<file path="src/rtl/core/nnf_pkg.sv">
// nnf_pkg: shared types and default sizes for the node neighbourhood feature core
// used by nnf_ctrl, nnf_datapath and node_neighbourhood_features_core
package nnf_pkg;

  localparam int WEIGHT_BITS_DEF = 20;
  localparam int DEGREE_BITS_DEF = 16;
  localparam int FRAC_BITS_DEF   = 8;

  typedef enum logic [0:0] {
    ST_COLLECT = 1'b0,
    ST_DIVIDE  = 1'b1
  } nnf_state_t;

  // controller to datapath
  typedef struct packed {
    logic take;   // input beat accepted
    logic start;  // accepted beat finishes a node: snapshot and start divider
    logic step;   // one divider iteration
    logic load;   // move finished features into the output register
  } nnf_cmd_t;

  // datapath to controller
  typedef struct packed {
    logic finish;    // the beat on the input would finish a node
    logic div_done;  // divider has produced all quotient bits
  } nnf_sts_t;

endpackage

</file>
<file path="src/rtl/core/nnf_datapath.sv">
// nnf_datapath: per-node accumulators, feature snapshot, restoring divider and output register
// depends on nnf_pkg; driven by nnf_ctrl through nnf_cmd_t / nnf_sts_t
module nnf_datapath import nnf_pkg::*; #(
  parameter int WEIGHT_BITS = WEIGHT_BITS_DEF,
  parameter int DEGREE_BITS = DEGREE_BITS_DEF,
  parameter int FRAC_BITS   = FRAC_BITS_DEF
) (
  input  logic                                     clk,
  input  logic                                     rst,
  input  nnf_cmd_t                                 cmd,
  output nnf_sts_t                                 sts,
  input  logic                                     mode,
  input  logic [WEIGHT_BITS-1:0]                   item_weight,
  input  logic [DEGREE_BITS-1:0]                   item_degree,
  output logic [WEIGHT_BITS-1:0]                   own_weight,
  output logic signed [WEIGHT_BITS+DEGREE_BITS:0]  weight_difference,
  output logic [WEIGHT_BITS-1:0]                   min_nbr_weight,
  output logic [WEIGHT_BITS-1:0]                   max_nbr_weight,
  output logic [DEGREE_BITS-1:0]                   own_degree,
  output logic [DEGREE_BITS+FRAC_BITS-1:0]         avg_nbr_degree_q8,
  output logic [DEGREE_BITS-1:0]                   min_nbr_degree,
  output logic [DEGREE_BITS-1:0]                   max_nbr_degree
);

  localparam int WSUM_BITS = WEIGHT_BITS + DEGREE_BITS;
  localparam int DSUM_BITS = 2 * DEGREE_BITS;
  localparam int DIFF_BITS = WEIGHT_BITS + DEGREE_BITS + 1;
  localparam int AVG_BITS  = DEGREE_BITS + FRAC_BITS;
  localparam int NUM_BITS  = DSUM_BITS + FRAC_BITS;
  localparam int CNT_BITS  = $clog2(NUM_BITS + 1);

  // node state
  logic                   node_open, node_open_next;
  logic [WEIGHT_BITS-1:0] held_weight, held_weight_next;
  logic [DEGREE_BITS-1:0] held_degree, held_degree_next;
  logic [DEGREE_BITS-1:0] neighbours_seen, neighbours_seen_next;
  logic [WSUM_BITS-1:0]   weight_sum, weight_sum_next;
  logic [DSUM_BITS-1:0]   degree_sum, degree_sum_next;
  logic [WEIGHT_BITS-1:0] low_weight, low_weight_next;
  logic [WEIGHT_BITS-1:0] high_weight, high_weight_next;
  logic [DEGREE_BITS-1:0] low_degree, low_degree_next;
  logic [DEGREE_BITS-1:0] high_degree, high_degree_next;
  logic                   finish;

  // snapshot of a finished node
  logic [WEIGHT_BITS-1:0] snap_weight;
  logic [DIFF_BITS-1:0]   snap_diff;
  logic [WEIGHT_BITS-1:0] snap_low_weight;
  logic [WEIGHT_BITS-1:0] snap_high_weight;
  logic [DEGREE_BITS-1:0] snap_degree;
  logic [DEGREE_BITS-1:0] snap_low_degree;
  logic [DEGREE_BITS-1:0] snap_high_degree;

  // divider
  logic [NUM_BITS-1:0]    div_work;
  logic [DEGREE_BITS-1:0] div_rem;
  logic [CNT_BITS-1:0]    div_cnt;
  logic [DEGREE_BITS:0]   rem_shift;
  logic [DEGREE_BITS:0]   rem_sub;
  logic                   rem_ge;

  always_comb begin
    node_open_next       = node_open;
    held_weight_next     = held_weight;
    held_degree_next     = held_degree;
    neighbours_seen_next = neighbours_seen;
    weight_sum_next      = weight_sum;
    degree_sum_next      = degree_sum;
    low_weight_next      = low_weight;
    high_weight_next     = high_weight;
    low_degree_next      = low_degree;
    high_degree_next     = high_degree;
    finish               = 1'b0;
    if (!mode) begin
      held_weight_next     = item_weight;
      held_degree_next     = item_degree;
      neighbours_seen_next = '0;
      weight_sum_next      = '0;
      degree_sum_next      = '0;
      low_weight_next      = '0;
      high_weight_next     = '0;
      low_degree_next      = '0;
      high_degree_next     = '0;
      finish               = (item_degree == '0);
      node_open_next       = !finish;
    end else if (node_open) begin
      neighbours_seen_next = neighbours_seen + DEGREE_BITS'(1);
      weight_sum_next      = weight_sum + WSUM_BITS'(item_weight);
      degree_sum_next      = degree_sum + DSUM_BITS'(item_degree);
      // a zero minimum means unset and is always replaced
      if (item_weight < low_weight || low_weight == '0) begin
        low_weight_next = item_weight;
      end
      if (item_weight > high_weight) begin
        high_weight_next = item_weight;
      end
      if (item_degree < low_degree || low_degree == '0) begin
        low_degree_next = item_degree;
      end
      if (item_degree > high_degree) begin
        high_degree_next = item_degree;
      end
      finish         = (neighbours_seen_next == held_degree);
      node_open_next = !finish;
    end
  end

  always_ff @(posedge clk) begin
    if (rst) begin
      node_open <= 1'b0;
    end else if (cmd.take) begin
      node_open <= node_open_next;
    end
  end

  always_ff @(posedge clk) begin
    if (cmd.take) begin
      held_weight     <= held_weight_next;
      held_degree     <= held_degree_next;
      neighbours_seen <= neighbours_seen_next;
      weight_sum      <= weight_sum_next;
      degree_sum      <= degree_sum_next;
      low_weight      <= low_weight_next;
      high_weight     <= high_weight_next;
      low_degree      <= low_degree_next;
      high_degree     <= high_degree_next;
    end
  end

  always_ff @(posedge clk) begin
    if (cmd.start) begin
      snap_weight      <= held_weight_next;
      snap_diff        <= DIFF_BITS'(held_weight_next) - DIFF_BITS'(weight_sum_next);
      snap_low_weight  <= low_weight_next;
      snap_high_weight <= high_weight_next;
      snap_degree      <= held_degree_next;
      snap_low_degree  <= low_degree_next;
      snap_high_degree <= high_degree_next;
    end
  end

  // restoring division, one quotient bit per cycle; quotient bits shift into div_work
  assign rem_shift = {div_rem, div_work[NUM_BITS-1]};
  assign rem_sub   = rem_shift - {1'b0, snap_degree};
  assign rem_ge    = (rem_shift >= {1'b0, snap_degree});

  always_ff @(posedge clk) begin
    if (cmd.start) begin
      div_work <= NUM_BITS'(degree_sum_next) << FRAC_BITS;
      div_rem  <= '0;
    end else if (cmd.step) begin
      div_work <= {div_work[NUM_BITS-2:0], rem_ge};
      div_rem  <= rem_ge ? rem_sub[DEGREE_BITS-1:0] : rem_shift[DEGREE_BITS-1:0];
    end
  end

  always_ff @(posedge clk) begin
    if (rst) begin
      div_cnt <= '0;
    end else if (cmd.start) begin
      div_cnt <= CNT_BITS'(NUM_BITS);
    end else if (cmd.step) begin
      div_cnt <= div_cnt - CNT_BITS'(1);
    end
  end

  always_ff @(posedge clk) begin
    if (cmd.load) begin
      own_weight        <= snap_weight;
      weight_difference <= snap_diff;
      min_nbr_weight    <= snap_low_weight;
      max_nbr_weight    <= snap_high_weight;
      own_degree        <= snap_degree;
      // degree zero has no neighbours: average is zero
      avg_nbr_degree_q8 <= (snap_degree == '0) ? '0 : div_work[AVG_BITS-1:0];
      min_nbr_degree    <= snap_low_degree;
      max_nbr_degree    <= snap_high_degree;
    end
  end

  assign sts.finish   = finish;
  assign sts.div_done = (div_cnt == '0);

endmodule

</file>
<file path="src/rtl/core/nnf_ctrl.sv">
// nnf_ctrl: state machine sequencing collection, division and the output register
// depends on nnf_pkg; commands nnf_datapath
module nnf_ctrl import nnf_pkg::*; (
  input  logic     clk,
  input  logic     rst,
  input  logic     s_tvalid,
  output logic     s_tready,
  output logic     m_tvalid,
  input  logic     m_tready,
  output nnf_cmd_t cmd,
  input  nnf_sts_t sts
);

  nnf_state_t state, state_next;
  logic       out_free;

  assign out_free = !m_tvalid || m_tready;

  always_comb begin
    state_next = state;
    unique case (state)
      ST_COLLECT: begin
        if (s_tvalid && sts.finish) begin
          state_next = ST_DIVIDE;
        end
      end
      ST_DIVIDE: begin
        if (sts.div_done && out_free) begin
          state_next = ST_COLLECT;
        end
      end
      default: state_next = ST_COLLECT;
    endcase
  end

  always_comb begin
    s_tready  = 1'b0;
    cmd       = '0;
    unique case (state)
      ST_COLLECT: begin
        s_tready  = 1'b1;
        cmd.take  = s_tvalid;
        cmd.start = s_tvalid && sts.finish;
      end
      ST_DIVIDE: begin
        cmd.step = !sts.div_done;
        cmd.load = sts.div_done && out_free;
      end
      default: begin
        s_tready = 1'b0;
      end
    endcase
  end

  always_ff @(posedge clk) begin
    if (rst) begin
      state    <= ST_COLLECT;
      m_tvalid <= 1'b0;
    end else begin
      state <= state_next;
      if (cmd.load) begin
        m_tvalid <= 1'b1;
      end else if (m_tready) begin
        m_tvalid <= 1'b0;
      end
    end
  end

  a_load_after_divide : assert property (@(posedge clk) disable iff (rst)
    cmd.load |-> sts.div_done)
    else $error("output loaded before divider finished");

  a_load_no_overwrite : assert property (@(posedge clk) disable iff (rst)
    cmd.load |-> (!m_tvalid || m_tready))
    else $error("output register overwritten while a beat waits");

  a_valid_from_load : assert property (@(posedge clk) disable iff (rst)
    $rose(m_tvalid) |-> $past(cmd.load))
    else $error("output valid rose without a load");

  a_start_runs_divider : assert property (@(posedge clk) disable iff (rst)
    cmd.start |=> (!sts.div_done && state == ST_DIVIDE))
    else $error("divider not running after node finished");

endmodule

</file>
<file path="src/rtl/core/node_neighbourhood_features_core.sv">
// Per-node neighbourhood feature extractor. A header beat (tuser = 0) opens a node with its own
// weight and degree; each following neighbour beat (tuser = 1) is accepted while collecting. After
// the degree-th neighbour, or right after a header of degree zero, the average neighbour degree
// is formed by a restoring divider that makes one quotient bit per cycle, so input is held off
// while it runs and until the result is loaded. A node with k neighbours costs k+1 input
// beats. The result sits in an output register, so the next node can be collected while it
// waits. Neighbour beats with no open node are dropped; a header while a node is open discards
// that node.
// depends on nnf_pkg, nnf_ctrl, nnf_datapath
module node_neighbourhood_features_core import nnf_pkg::*; #(
  parameter int WEIGHT_BITS = WEIGHT_BITS_DEF,
  parameter int DEGREE_BITS = DEGREE_BITS_DEF,
  parameter int FRAC_BITS   = FRAC_BITS_DEF
) (
  input  logic clk,
  input  logic rst,
  input  logic s_tvalid,
  output logic s_tready,
  // item_weight, item_degree
  input  logic [((WEIGHT_BITS+DEGREE_BITS+7)/8)*8-1:0] s_tdata,
  // mode
  input  logic [0:0] s_tuser,
  output logic m_tvalid,
  input  logic m_tready,
  // own_weight, weight_difference, min_nbr_weight, max_nbr_weight, own_degree,
  // avg_nbr_degree_q8, min_nbr_degree, max_nbr_degree
  output logic [((4*WEIGHT_BITS+5*DEGREE_BITS+FRAC_BITS+1+7)/8)*8-1:0] m_tdata
);

  localparam int DIFF_BITS = WEIGHT_BITS + DEGREE_BITS + 1;
  localparam int AVG_BITS  = DEGREE_BITS + FRAC_BITS;
  localparam int OUT_BITS  = 4 * WEIGHT_BITS + 5 * DEGREE_BITS + FRAC_BITS + 1;

  nnf_cmd_t cmd;
  nnf_sts_t sts;

  logic [WEIGHT_BITS-1:0]        own_weight;
  logic signed [DIFF_BITS-1:0]   weight_difference;
  logic [WEIGHT_BITS-1:0]        min_nbr_weight;
  logic [WEIGHT_BITS-1:0]        max_nbr_weight;
  logic [DEGREE_BITS-1:0]        own_degree;
  logic [AVG_BITS-1:0]           avg_nbr_degree_q8;
  logic [DEGREE_BITS-1:0]        min_nbr_degree;
  logic [DEGREE_BITS-1:0]        max_nbr_degree;

  nnf_ctrl u_ctrl (
    .clk      (clk),
    .rst      (rst),
    .s_tvalid (s_tvalid),
    .s_tready (s_tready),
    .m_tvalid (m_tvalid),
    .m_tready (m_tready),
    .cmd      (cmd),
    .sts      (sts)
  );

  nnf_datapath #(
    .WEIGHT_BITS (WEIGHT_BITS),
    .DEGREE_BITS (DEGREE_BITS),
    .FRAC_BITS   (FRAC_BITS)
  ) u_datapath (
    .clk               (clk),
    .rst               (rst),
    .cmd               (cmd),
    .sts               (sts),
    .mode              (s_tuser[0]),
    .item_weight       (s_tdata[WEIGHT_BITS-1:0]),
    .item_degree       (s_tdata[WEIGHT_BITS+DEGREE_BITS-1:WEIGHT_BITS]),
    .own_weight        (own_weight),
    .weight_difference (weight_difference),
    .min_nbr_weight    (min_nbr_weight),
    .max_nbr_weight    (max_nbr_weight),
    .own_degree        (own_degree),
    .avg_nbr_degree_q8 (avg_nbr_degree_q8),
    .min_nbr_degree    (min_nbr_degree),
    .max_nbr_degree    (max_nbr_degree)
  );

  always_comb begin
    m_tdata = '0;
    m_tdata[OUT_BITS-1:0] = {max_nbr_degree, min_nbr_degree, avg_nbr_degree_q8, own_degree,
                             max_nbr_weight, min_nbr_weight, weight_difference, own_weight};
  end

endmodule

</file>
<file path="config.mk">
export PLATFORM = sky130hd
export DESIGN_NAME = node_neighbourhood_features_core
export DESIGN_NICKNAME = d
export VERILOG_FILES = /design/src/rtl/core/nnf_pkg.sv /design/src/rtl/core/nnf_datapath.sv /design/src/rtl/core/nnf_ctrl.sv /design/src/rtl/core/node_neighbourhood_features_core.sv
export SDC_FILE = /design/constraint.sdc
export NUM_CORES = 1
export LEC_CHECK = 0
export BUFFER_PORTS_ARGS = -buffer_cell sky130_fd_sc_hd__buf_2
export CORE_UTILIZATION = 55
export CTS_CLUSTER_SIZE = 30
export DETAILED_ROUTE_END_ITERATION = 6
export MAX_ROUTING_LAYER = met4
export PLACE_DENSITY = 0.77
export SLEW_MARGIN = 20
export SYNTH_ARGS = -nofsm -noshare
export SYNTH_HDL_FRONTEND = slang
export SYNTH_SLANG_ARGS = --single-unit
export TNS_END_PERCENT = 5
</file>
<file path="constraint.sdc">
create_clock -name clk -period 23.2 [get_ports clk]
set_input_delay 5.8 -clock clk [delete_from_list [all_inputs] [get_ports clk]]
set_output_delay 5.8 -clock clk [all_outputs]
set_load 0.01 [all_outputs]
</file>
# Word-level counts from Yosys, hierarchy flattened
# Index checks and enable logic that the tools add are counted.
[word_totals]
ff_bits = 571
inputBits = 45
output_inout_bits = 178
wordCells = 100
[classes]
n_addsub = 6
order_cmp = 5
eq_ne = 2
n_mux = 36
bitwise_logic = 1
reduce_logical = 18
[op_table]
columns = ["operator", "count"]
rows = [
  ["2-to-1 mux 16 bit", 9],
  ["2-to-1 mux 20 bit", 7],
  ["2-to-1 mux 40 bit", 2],
  ["2-to-1 mux 36 bit", 2],
  ["2-to-1 mux 32 bit", 2],
  ["zero test 16 bit", 3],
  ["subtractor 20 x 36 -> 37 bit", 1],
  ["adder 36 x 20 -> 36 bit", 1],
  ["adder 32 x 16 -> 32 bit", 1],
  ["> comparator 20 bit", 1],
  ["zero test 20 bit", 1],
  ["less-than comparator 20 bit", 1],
  ["greater-or-equal comparator 17 x 16 -> 1 bit", 1],
  ["adder 16 x 1 -> 16 bit, second input constant", 1],
  ["equality test 16 bit", 1],
  ["> comparator 16 bit", 1],
  ["less-than comparator 16 bit", 1],
  ["subtractor 16 bit", 1],
  ["2-to-1 mux 6 bit", 2],
  ["2-to-1 mux 1 bit", 9],
  ["zero test 6 bit", 1],
  ["subtractor 6 x 1 -> 6 bit, second input constant", 1],
  ["zero test 1 bit", 4],
  ["2-to-1 mux 2 bit", 2],
  ["8 further kinds", 12],
]

# Longest topological paths before layout
[logic_depth]
word_depth = 7
ltp_mapped = 22
ltp_nobuf = 22

# By module
# From an unflattened synthesis, not the netlist that was laid out.
[hier_totals]
hier_cells = 2181
hier_area_um2 = 27568.9
[modules_own_cells]
columns = ["module", "n_inst", "cells_per_inst", "area_each_um2", "seq_area_each_um2"]
rows = [
  ["nnf_datapath", 1, 2161, 27417.5, 16776.1],
  ["nnf_ctrl", 1, 12, 95.1, 40.0],
  ["node_neighbourhood_features_core", 1, 8, 56.3, 0.0],
]

# Worst setup path before layout
# No wires, ideal clock.
[synth_path]
path_kind = "in2reg"
start = "input port s_tvalid"
end = "register u_datapath.snap_degree[0] (enable)"
setup_ns = 0.567
t_arrival_ns = 18.853
required_time_ns = 22.633
setup_slack_ns = 3.781
stages = 4
path_buffers = 1
cell_sequence = "nor2b_1 > nand2_1 > a21oi_1 > clkbuf_1"
[synth_rtl]
columns = ["element", "line", "source"]
rows = [
  ["start: declaration", "node_neighbourhood_features_core.sv:17", "input logic s_tvalid,"],
  ["end signal: assignment", "nnf_datapath.sv:136", "snap_degree <= held_degree_next;"],
  ["end: declaration", "nnf_datapath.sv:50", "logic [DEGREE_BITS-1:0] snap_degree;"],
]

# Final worst setup path
[layout_path]
start = "input port s_tuser"
end = "register u_datapath.snap_diff[36], data pin"
[layout_between]
elab_chain_len = 2
word_cells_on_any_way = 3
classes_between = "add/sub (1); mux (2)"
[layout_lines]
columns = ["element", "line", "source"]
rows = [
  ["start: declaration", "node_neighbourhood_features_core.sv:22", "input logic [0:0] s_tuser,"],
  ["2-to-1 mux 20 bit / 2-to-1 mux 36 bit (equally long branches)", "nnf_datapath.sv:74", "if (!mode) begin"],
  ["subtractor 20 x 36 -> 37 bit (*)", "nnf_datapath.sv:133", "snap_diff <= DIFF_BITS'(held_weight_next) - DIFF_BITS'(weight_sum_next);"],
  ["end signal: assignment", "nnf_datapath.sv:133", ""],
  ["end: declaration", "nnf_datapath.sv:47", "logic [DIFF_BITS-1:0] snap_diff;"],
]
# Mark *: on every way between the ends. The rest lies on a longest branch, timed or not.
# A chain may end at the register's enable or synchronous reset.

==> run_results.csv <==
group,metric,value,unit
power,p_seq_share,47.0,%
global_route,grt_max_degree,180,
global_route,grt_pass1_wl,95200,µm
route,firstDrtPassIters,5,
yosys,async_flop_share,0,%
clock_network,cts_sinks,571,
power,p_per_area,83.7,nW/µm²
layout,area_growth_syn_to_layout,14.1,%
timing,finalSetupViolations,0,
clock_network,cts_setup_buffers,0,
global_route,antenna_found_initial,0,
power,leakage,12.0,nW
timing,slew_viol_final,0,
power,power_frac_comb,13.9,%
timing,fin_tns_setup,0,ns
worst_hold_path,whs_path_depth,0,
yosys,yosysWarnings,0,
clock_network,cts_tree,"yes",
layout,regArea,16800,µm²
clock_network,cts_buffers,58,
clock_network,clk_latency,0.63,ns
yosys,syn_area,27500,µm²
floorplan,die_y,225,µm
yosys,netlist_instances,2182,
layout,finalCoreUtilization,63.9,%
timing,worst_slew_pin_slew,1.13,ns
yosys,syn_avg_cell_area,12.6,µm²
timing,whs,0.415,ns
clock_network,clkSlewWorstSetupHoldPaths,0.06,ns
floorplan,io_pins,223,
global_route,overflow,0,
global_route,grt_use_total,24.8,%
route,drc_errors,0,
timing,post-route-period-util,48.0,%
floorplan,dieArea,50800,µm²
run_status,outcome,"finished, final reports clean",
power,ir_drop,0.0606,mV
worst_setup_path,cp-start-kind,"primary input",
clock_network,ctsLongestPathBuffers,3,
route,wl_per_cell,19.4,µm
yosys,ys_seq_area_share,61.2,%
floorplan,core_area,49100,µm²
placement,place_congestion,0.918,
worst_setup_path,worst_setup_path_end_kind,"register",
timing,rsz0062_at_grt,"no",
route,vias_per_cell,5.72,
timing,slew_headroom,24.7,%
placement,post-dp-hpwl,39800,µm
worst_setup_path,path_class,"primary input to register",
placement,place_area,29200,µm²
route,routed_wl,60400,µm
yosys,synth_top_cell_by_area,"edfxtp_1",
layout,fin_nets,2592,
yosys,yosysTopAreaCellShare,58.8,%
worst_hold_path,hold_class,"register to register",
route,drt_first_iter_violations,1453,
layout,diodes,0,
floorplan,fp.dieW,225,µm
route,drt.antenna.violating_nets,0,
yosys,netlist_top_cells_area,"edfxtp_1 59%, ha_1 6.6%, mux2i_1 2.9%",
timing,period_needed,11.15,ns
layout,multi_input_area,9780,µm²
global_route,grt_pass1_vias,17870,
timing,hold_viol,0,
layout,drive_above_1_share,16.6,%
floorplan,start_util,56.0,%
worst_setup_path,r2r_cells,20,
power,clockPowerShare,39.1,%
floorplan,fp-row-count,81,
route,vias,17801,
yosys,synth_edf_count,538,
clock_network,root_buffer,"clkbuf_16",
placement,port_buffers,211,
placement,dp_slack,11.62,ns
timing,fmax,0.0897,GHz
timing,setup_slack,12.05,ns
worst_setup_path,critPathArrivalTime,11.47,ns
clock_network,htreeDepth,2,
timing,clock-skew-final,0.0326,ns
layout,final_cell_area,31300,µm²
yosys,ys_ff_latch,571,
yosys,synth-main-ff-cell,"edfxtp_1",
clock_network,cts_resized,0,
worst_setup_path,required,23.52,ns
power,p_int,1.97,mW
power,p_sw,0.650,mW
worst_setup_path,critPathMaxFanout,91,
clock_network,cts_hold_buffers,0,
flow_run,maxCapViolations,0,
yosys,ys_types,84,
power,power.share.switching,24.8,%
layout,fillerInstances,3633,
[sequential cells by signal, summed over array words and instances, names as in the netlist, 20 cells and up]
register	count
u_datapath.weight_sum	36
u_datapath.snap_weight	20
u_datapath.max_nbr_weight	20
u_datapath.high_weight	20
u_datapath.min_nbr_weight	20
u_datapath.snap_low_weight	20
u_datapath.low_weight	20
u_datapath.avg_nbr_degree_q8	24
u_datapath.degree_sum	32
u_datapath.snap_diff	37
u_datapath.snap_high_weight	20
u_datapath.weight_difference	37
u_datapath.own_weight	20
u_datapath.held_weight	20
u_datapath.div_work	40
[area by class of cell]
cell class | instances | share of cell area [%]
multi-input combinational | 1383 | 31.2
tap | 664 | 2.65
clock inverter | 42 | 2.01
clock buffer | 66 | 4.73
sequential | 571 | 53.7
timing repair buffer | 225 | 3.77
inverter | 159 | 1.92
[cell families after synthesis]
kind of cell	synth area share [%]
adder cells (fa/ha/maj)	6.90
multiplexers	4.68
buffers and inverters	3.45
other	0.0137
AND/OR/NAND/NOR	10.8
flip-flops	61.2
AO/OA/AOI/OAI	8.91
XOR/XNOR	3.99
[cells in the mapped netlist (all sizes together) (35+ instances only)]
| cell type | instances |
|---|---|
| a21o | 47 |
| ha | 145 |
| a21oi | 109 |
| nand2 | 187 |
| xor2 | 38 |
| mux2 | 43 |
| nor4 | 35 |
| edfxtp | 538 |
| o21ai | 84 |
| nor2 | 150 |
| xnor2 | 87 |
| nand3 | 46 |
| clkbuf | 50 |
| inv | 158 |
| mux2i | 80 |
[layout by cell type, fill, tap and decap left out, drive strengths merged, types with 7 or more instances in the layout]
| cell | n |
|---|---|
| o21a | 28 |
| nor3 | 33 |
| o31a | 9 |
| nand4 | 25 |
| xnor2 | 87 |
| buf | 225 |
| o31ai | 13 |
| ha | 145 |
| or3 | 10 |
| nor2 | 150 |
| bufinv | 15 |
| mux2 | 43 |
| nor2b | 20 |
| a21o | 47 |
| and3 | 18 |
| nor4 | 35 |
| clkinv | 21 |
| dfxtp | 33 |
| nand2b | 19 |
| o21ai | 84 |
| conb | 7 |
| a21oi | 109 |
| or2 | 10 |
| and2 | 31 |
| inv | 161 |
| a22o | 15 |
| nand2 | 187 |
| xor2 | 38 |
| a211oi | 21 |
| mux2i | 80 |
| nand3 | 46 |
| clkbuf | 66 |
| edfxtp | 538 |
[routing by layer]
metal | track usage [%] | vias up | share of wire, %
met2 | 41.5 | 571 | 50
met3 | 3.43 | 116 | 5.6
li1 | - | 8437 | -
met1 | 31.2 | 8677 | 42
met5 | - | - | 0
met4 | 8.08 | 0 | 2.9
[power groups by stage]
stage                     logic (mW)  registers [mW]  clock network, mW
final                          0.365            1.23               1.03
after floorplan                0.266            1.25                  0
after detailed placement       0.359            1.25                  0
after CTS                      0.364            1.23               1.04
after global routing           0.406            1.24               1.08
after global placement         0.348            1.25                  0
[worst paths after layout]
path / slack (ns) / startpoint / end
max: 12.05 / s_tuser / u_datapath.snap_diff[36]
min: 0.41 / u_datapath.snap_low_weight[4] / u_datapath.min_nbr_weight[4]
max reg2reg: 17.29 / u_datapath.weight_sum[0] / u_datapath.snap_diff[36]
min reg2reg: 0.41 / u_datapath.snap_low_weight[4] / u_datapath.min_nbr_weight[4]
[critical path, stage by stage]
cell       delay (ns)
buf_4            0.62
buf_4            0.85
nand2_1          0.08
a21boi_0         0.18
ha_1             0.25
fa_1             0.41
nor2b_1          0.22
o31ai_1          0.14
a2111oi_2        0.48
a211oi_1         0.20
o21ai_0          0.57
a21boi_0         0.32
nor4_2           0.35
or3b_1           0.57
nor3_4           0.25
o211ai_1         0.11
[stage by stage]
stage / power (mW) / instances
floorplan: 1.52 / 2188
global placement: 1.60 / 3002
detailed placement: 1.61 / 3002
CTS: 2.64 / 3110
global route: 2.72 / 3110
finish: 2.62 / 3110
No activity file was read; power rests on OpenSTA's default activity.
